**config.mk**
```make
export PLATFORM = sky130hd
export DESIGN_NAME = flood_dedup_ttl_filter_unit
export DESIGN_NICKNAME = d
export VERILOG_FILES = /design/src/rtl/core/fdt_pkg.sv /design/src/rtl/core/flood_dedup_ttl_filter_unit.sv
export SDC_FILE = /design/constraint.sdc
export NUM_CORES = 1
export LEC_CHECK = 0
export BUFFER_PORTS_ARGS = -buffer_cell sky130_fd_sc_hd__buf_4
export CORE_UTILIZATION = 68
export CTS_CLUSTER_SIZE = 14
export DETAILED_ROUTE_END_ITERATION = 8
export PLACE_DENSITY = 0.93
export REMOVE_ABC_BUFFERS = 1
export SKIP_LAST_GASP = 1
export SLEW_MARGIN = 20
export SYNTH_ARGS = -nofsm -noshare
export SYNTH_HDL_FRONTEND = slang
export SYNTH_SLANG_ARGS = --single-unit
```
**constraint.sdc**
```tcl
create_clock -name clk -period 6 [get_ports clk]
set_input_delay 1.2 -clock clk [delete_from_list [all_inputs] [get_ports clk]]
set_output_delay 1.2 -clock clk [all_outputs]
set_load 0.01 [all_outputs]
```
**src/rtl/core/fdt_pkg.sv**
```systemverilog
// ---------------------------------------------------------------------------
// fdt_pkg
// Shared constants and codes for the flood dedup / TTL filter.
// ---------------------------------------------------------------------------
package fdt_pkg;

	localparam int SEEN_DEPTH = 16;
	localparam int PTR_W      = (SEEN_DEPTH > 1) ? $clog2(SEEN_DEPTH) : 1;
	localparam int ID_W       = 32;
	localparam int TTL_W      = 8;
	localparam int VERDICT_W  = 3;
	localparam int REQ_W      = 2;

	localparam logic [TTL_W-1:0] DEFAULT_TTL_RST = TTL_W'(5);

	typedef enum logic [REQ_W-1:0] {
		REQ_RECV  = 2'd0,
		REQ_ORIG  = 2'd1,
		REQ_CLEAR = 2'd2
	} req_t;

	typedef enum logic [VERDICT_W-1:0] {
		V_DUP      = 3'd0,
		V_NEW_STOP = 3'd1,
		V_NEW_FWD  = 3'd2,
		V_ORIG     = 3'd3,
		V_CLEAR    = 3'd4
	} verdict_t;

endpackage

```
**src/rtl/core/flood_dedup_ttl_filter_unit.sv**
```systemverilog
// ---------------------------------------------------------------------------
// flood_dedup_ttl_filter_unit
// Duplicate suppression cache with hop-count handling for mesh flooding.
// ---------------------------------------------------------------------------
// Usage:
//   Command channel: an item (req_type, msg_id, ttl) is taken on a rising
//   edge with start high and busy low. busy is always low, so one item can
//   be issued every cycle.
//   Result channel: done pulses for one cycle with verdict and out_ttl.
//   The receiver cannot stall; each result is shown exactly once.
//   Result path: input register, then compare/update and result register.
//   Throughput: one item per cycle, as msg_id is compared against all ring
//   entries in parallel, combinationally, alongside the ring write.
//   An item with an unused request code gives no done pulse.
//   Configuration: cfg_we writes cfg_data into default_ttl on that edge;
//   write only while no item is in flight.
//   Reset (arst_n low): ring entries and write pointer go to zero (id 0 then
//   counts as seen), default_ttl goes to 5, no result pending.
// ---------------------------------------------------------------------------
module flood_dedup_ttl_filter_unit (
	input  logic                          clk,
	input  logic                          arst_n,
	input  logic                          start,
	output logic                          busy,
	input  logic [fdt_pkg::REQ_W-1:0]     req_type,
	input  logic [fdt_pkg::ID_W-1:0]      msg_id,
	input  logic [fdt_pkg::TTL_W-1:0]     ttl,
	input  logic                          cfg_we,
	input  logic [fdt_pkg::TTL_W-1:0]     cfg_data,
	output logic                          done,
	output logic [fdt_pkg::VERDICT_W-1:0] verdict,
	output logic [fdt_pkg::TTL_W-1:0]     out_ttl
);
	import fdt_pkg::*;

	logic                 valid_s1;
	logic [REQ_W-1:0]     req_s1;
	logic [ID_W-1:0]      id_s1;
	logic [TTL_W-1:0]     ttl_s1;

	logic [ID_W-1:0]      seen_q [SEEN_DEPTH];
	logic [PTR_W-1:0]     ptr_q;
	logic [TTL_W-1:0]     default_ttl_q;

	logic                 hit;
	logic                 do_write;
	logic                 do_clear;
	logic                 res_valid;
	logic [VERDICT_W-1:0] res_verdict;
	logic [TTL_W-1:0]     res_ttl;
	logic [PTR_W-1:0]     ptr_next;

	assign busy = 1'b0;

	// input register
	always_ff @(posedge clk or negedge arst_n) begin
		if (!arst_n) begin
			valid_s1 <= 1'b0;
		end else begin
			valid_s1 <= start;
		end
	end

	always_ff @(posedge clk) begin
		if (start) begin
			req_s1 <= req_type;
			id_s1  <= msg_id;
			ttl_s1 <= ttl;
		end
	end

	always_ff @(posedge clk or negedge arst_n) begin
		if (!arst_n) begin
			default_ttl_q <= DEFAULT_TTL_RST;
		end else if (cfg_we) begin
			default_ttl_q <= cfg_data;
		end
	end

	// parallel compare against every ring entry
	always_comb begin
		hit = 1'b0;
		for (int i = 0; i < SEEN_DEPTH; i++) begin
			if (seen_q[i] == id_s1) hit = 1'b1;
		end
	end

	always_comb begin
		do_write    = 1'b0;
		do_clear    = 1'b0;
		res_valid   = 1'b0;
		res_verdict = V_DUP;
		res_ttl     = '0;
		if (valid_s1) begin
			unique case (req_s1)
				REQ_RECV: begin
					res_valid = 1'b1;
					if (!hit) begin
						do_write = 1'b1;
						if (ttl_s1 > TTL_W'(1)) begin
							res_verdict = V_NEW_FWD;
							res_ttl     = ttl_s1 - TTL_W'(1);
						end else begin
							res_verdict = V_NEW_STOP;
						end
					end
				end
				REQ_ORIG: begin
					res_valid   = 1'b1;
					do_write    = 1'b1;
					res_verdict = V_ORIG;
					res_ttl     = (ttl_s1 != '0) ? ttl_s1 : default_ttl_q;
				end
				REQ_CLEAR: begin
					res_valid   = 1'b1;
					do_clear    = 1'b1;
					res_verdict = V_CLEAR;
				end
				default: begin
					res_valid = 1'b0;
				end
			endcase
		end
	end

	assign ptr_next = (ptr_q == PTR_W'(SEEN_DEPTH - 1)) ? '0 : ptr_q + PTR_W'(1);

	always_ff @(posedge clk or negedge arst_n) begin
		if (!arst_n) begin
			ptr_q <= '0;
			for (int i = 0; i < SEEN_DEPTH; i++) seen_q[i] <= '0;
		end else if (do_clear) begin
			ptr_q <= '0;
			for (int i = 0; i < SEEN_DEPTH; i++) seen_q[i] <= '0;
		end else if (do_write) begin
			ptr_q <= ptr_next;
			for (int i = 0; i < SEEN_DEPTH; i++) begin
				if (ptr_q == PTR_W'(i)) seen_q[i] <= id_s1;
			end
		end
	end

	// result register
	always_ff @(posedge clk or negedge arst_n) begin
		if (!arst_n) begin
			done <= 1'b0;
		end else begin
			done <= res_valid;
		end
	end

	always_ff @(posedge clk) begin
		if (res_valid) begin
			verdict <= res_verdict;
			out_ttl <= res_ttl;
		end
	end

	a_done_src: assert property (@(posedge clk) disable iff (!arst_n)
		done |-> $past(valid_s1))
		else $error("result without a registered item");

	a_clear_ptr: assert property (@(posedge clk) disable iff (!arst_n)
		(valid_s1 && req_s1 == REQ_CLEAR) |=> (ptr_q == '0))
		else $error("write pointer not reset by clear");

	a_dup_hold: assert property (@(posedge clk) disable iff (!arst_n)
		(valid_s1 && req_s1 == REQ_RECV && hit) |=> (ptr_q == $past(ptr_q)))
		else $error("duplicate moved the write pointer");

	a_fwd_ttl: assert property (@(posedge clk) disable iff (!arst_n)
		(done && verdict == V_NEW_FWD) |-> (out_ttl != '0 && out_ttl != '1))
		else $error("forward ttl out of range");

	a_stored: assert property (@(posedge clk) disable iff (!arst_n)
		(valid_s1 && req_s1 == REQ_ORIG) |=> (seen_q[$past(ptr_q)] == $past(id_s1)))
		else $error("originated id not stored");

endmodule

```
Word-level counts from Yosys, hierarchy flattened
Index checks and enable logic that the tools add are counted.

operators by class
  order comparisons = 1
  reductions and logical operators = 37
  add/subtract/negate cells = 2
  muxes and demuxes = 51
  equal/unequal tests = 33

operators with widths
  cell                   number
  $mux W512              2
  $eq A32 B32 Y1         16
  $mux W32               16
  $reduce_bool A2 Y1     17
  $eq A4 B4 Y1 const B   8
  $reduce_and A2 Y1      16
  $mux W8                3
  $mux W1                22
  $eq A4 B3 Y1 const B   4
  $pmux W8 S2            1
  $mux W4                3
  $pmux W3 S3            1
  $eq A4 B2 Y1 const B   2
  $gt A8 B1 Y1 const B   1
  $reduce_bool A8 Y1     1
  $sub A8 B1 Y8 const B  1
  $add A4 B1 Y4 const B  1
  $eq A4 B1 Y1 const B   1
  $logic_not A4 Y1       1
  $mux W2                2
  $reduce_or A3 Y1       1
  $eq A2 B1 Y1 const B   1
  $eq A2 B2 Y1 const B   1
  $logic_not A2 Y1       1
  $pmux W1 S2            1

storage, ports and cells
  logic and storage cells = 149
  register bits after elaboration = 579

Depth between registers and ports, before layout
  depth in word-level cells = 22
  mapped depth = 12

Least setup slack after synthesis
Ideal clock, no wire load.

  path type = reg-to-reg
  from = register id_s1[15]
  to = register seen_q[100] (netlist name)
  arrival = 2311 ps
  slack = 3609 ps
  required time = 5921 ps
  stages on the path, launching flop included = 12
  period minus slack after synthesis = 2391 ps
  setup time = 79 ps
  buffers on the path = 4
  cells stage by stage = edfxtp_1 buf_6 buf_6 xor2_1 nor4_1 nand4_1 o2111ai_2 nor4_4 buf_6 o2111ai_4 buf_6 mux2i_1

between the ends
  cells in the longest elaborated chain, start to end = 22

ends and longest elaborated chain
  item                                   line                                text
  from (decl)                            flood_dedup_ttl_filter_unit.sv:38   logic [ID_W-1:0] id_s1;
  from (signal assigned)                 flood_dedup_ttl_filter_unit.sv:67   id_s1 <= msg_id;
  $eq A32 B32 Y1                         flood_dedup_ttl_filter_unit.sv:84   if (seen_q[i] == id_s1) hit = 1'b1;
  $mux W1 (15 in series)                 flood_dedup_ttl_filter_unit.sv:84
  $mux W1 *                              flood_dedup_ttl_filter_unit.sv:84
  $mux W1 *                              flood_dedup_ttl_filter_unit.sv:98   if (!hit) begin
  $pmux W1 S2 *                          flood_dedup_ttl_filter_unit.sv:95   unique case (req_s1)
  $mux W1 *                              flood_dedup_ttl_filter_unit.sv:94   if (valid_s1) begin
  $reduce_bool A2 Y1 (no source line) *  n/a
  $reduce_and A2 Y1 (no source line) *   n/a
  to (signal, indexed assignment)        flood_dedup_ttl_filter_unit.sv:138  if (ptr_q == PTR_W'(i)) seen_q[i] <= id_s1;
  to (decl)                              flood_dedup_ttl_filter_unit.sv:41   logic [ID_W-1:0] seen_q [SEEN_DEPTH];

Every way passes the cells marked *; elsewhere a longest branch is shown, timed or not.
A chain may end at the register's enable or synchronous reset.

Worst setup path after layout
  from = register id_s1[15]
  to = register seen_q[449] (netlist name)

The elaborated chain is that of the path after synthesis.

==> out/results.tsv <==
metric	value	unit
yosys.cell_count.top_type	dfrtp_1	
synth_area	0.0304	sq mm
yosysTopAreaCellShare	0.432	
synth_seq_area_share	0.486	
arrival	5380	ps
skew	19.9	ps
place.gp.congestion	0.941	
drive_gt1_frac	0.0894	
swShare	0.323	
synth_compound_area_frac	0.0394	
io_pins	67	
finalHoldViolCount	0	
dp_hpwl	48200	microns
areaGrowthSynthToFinish	6.42	%
worst_pin_slew	1180	ps
grt_start_max_net_pins	211	
setup_viol_count_final	0	
rows	77	
fmax	204	MHz
holdBufCountCts	0	
yosys.area.top_type	dfrtp_1	
cts_buffer_depth	3	
yosys-top-cells-count	524 x dfrtp_1, 473 x nand2_1, 450 x mux2i_1	
nets	2679	
dr.pass1.iters	8	
cts_tree	done	
dieArea	0.0455	sq mm
cts_max_level	2	
synth.mux.area_fraction	0.153	
synth_top_family_by_area	multiplexers	
synth_cell_types	48	
synthCells	2690	
synthFlopType	dfrtp_1	
worstPathMaxFanout	41	
place_worst_setup_slack	1420	ps
core_area	0.0441	sq mm
antenna_left	0	
grt_pass1_vias	22100	
gr-total-overflow	0	
insertion_delay	620	ps
post_cts_resize_count	0	
drtIter0Drc	2832	
hold_class	primary input to async pin	
start_util	0.688	
ys_warn_count	0	
avgSynthCellArea	11.3	sq um
drv_cap	0	
fin_cells	3254	
crit_type	register to register	
synth_area_leaders	dfrtp_1 43%, mux2i_1 15%, xnor2_1 11%, nand2_1 5.8%, edfxtp_1 5.2%	
via_count	21500	
dpl_cell_area	0.0304	sq mm
finalWirelength	80600	microns
globalRouteTotalUtil	0.360	
power_frac_seq	0.471	
power_frac_comb	0.229	
fp.dieH	213	microns
end_kind	register	
p_per_area	365	mW/mm^2
final_util	0.733	
viasPerCell	6.61	
fin_area	0.0323	sq mm
fin_crit	4900	ps
synthArstFlopShare	0.908	
synth_seq_cells	579	
cts_setup_buffers	0	
leakagePower	16.2	nW
finalCritPeriodShare	0.816	
clockRootBuffer	clkbuf_16	
rsz0062_at_grt	no	
cts_num_sinks	579	
cts_buffers	56	
grt_pass1_wl	124000	microns
route.detailed.drc	0	
synth_edf_count	53	
p_int	7.98	mW
critPathLaunchType	register	
antenna_found_initial	2	
worstPathRequired	6490	ps
p_sw	3.80	mW
setup_slack	1100	ps
place_inst	3149	
status	finished clean	
synth-simple-area-share	0.112	
clk_pin_slew_worst_paths	60	ps
worst_ir_drop_vdd	0.305	mV
relSlewSlack	0.216	
synthAdderAreaFrac	0.00247	
drt-wirelength-per-cell	24.8	microns
slew_violations	0	
port_buffers	65	
die_w	213	microns
clkPwrFrac	0.301	
synthXorXnorAreaFrac	0.148	
rrSetupSlack	1100	ps
-- worst paths after layout --
path	from	to	depth (start not counted)
min	arst_n	ptr_q[2]	1
max reg2reg	id_s1[15]	seen_q[449]	9
min reg2reg	seen_q[469]	seen_q[469]	1
min in group clk	seen_q[469]	seen_q[469]	1
max	id_s1[15]	seen_q[449]	9
max in group asynchronous	arst_n	seen_q[455]	3
-- layer usage --
metal,vias up,GRT usage,wire length (microns)
met5,-,0,15
met4,2,0.225,5370
met3,335,0.0817,7790
met2,1295,0.571,37900
met1,10900,0.449,29500
li1,9004,-,-
-- critical path, stage by stage, from the launching register on --
cell	delay (ps)
edfxtp_1	1080
xor2_1	160
nor4_1	910
nand4_1	390
o2111ai_2	370
nor4_4	90
buf_4	310
nor2_4	850
buf_4	430
o2bb2ai_1	100
-- cells in the final DEF (no fill, tap or decap), types with 10 or more instances in the layout --
cell type  synthesis  final
o2bb2ai_1         65     65
dfrtp_1          524    524
buf_12             0     10
clkbuf_8           0     17
clkbuf_1         110     12
buf_4             17     92
inv_1             39     39
o2111ai_4         13     13
clkinv_2           0     10
xor2_1           128    128
clkbuf_16          0     59
nor4_1            56     56
nand4_1          168    168
xnor2_1          384    384
edfxtp_1          53     53
nor2_1            16     15
mux2i_1          450    450
mux2_2            12     12
nand2_1          473    473
-- cell families (layout without fill, tap and decap cells) --
group                      count (synthesis)  after routing
DFF                                      579            579
adders and majority gates                  6              6
xor gates and xnor gates                 512            512
buffers and inverters                    278            249
and+or+nand+nor                          737            737
AOI/OAI and AO/OA                        115            115
muxes                                    462            462
other                                      1              2
-- sequential cells by signal, indices dropped and copies added (netlist names) --
name	count
id_s1	32
out_ttl	8
seen_q	512
req_s1	2
ptr_q	4
done	1
verdict	3
default_ttl_q	8
valid_s1	1
ttl_s1	8
-- stage by stage --
step                total power, mW  hold WS (ps)  setup TNS, ps
floorplan                      7.30           475       -2834360
global placement               7.94           491              0
detailed placement             8.14           493              0
CTS                            11.7           511              0
global route                   12.2           436              0
finish                         11.8           432              0
-- power by group through the flow --
stage,logic [mW],clock network [mW],registers (mW)
after floorplan,1.92,0,5.38
after global placement,2.42,0,5.52
after detailed placement,2.58,0,5.56
after CTS,2.64,3.53,5.52
after global routing,2.91,3.69,5.61
final,2.70,3.54,5.55
-- final cells by class --
| class | count | area [sq um] |
|---|---|---|
| sequential | 579 | 14800 |
| inverter | 40 | 150 |
| timing repair buffer | 109 | 1020 |
| tap | 592 | 741 |
| clock buffer | 88 | 1760 |
| multi-input combinational | 1833 | 13800 |
| fill | 2643 | 11800 |
| clock inverter | 12 | 68.8 |
| antenna | 1 | 2.50 |
Power figures use the tool's default switching activity.
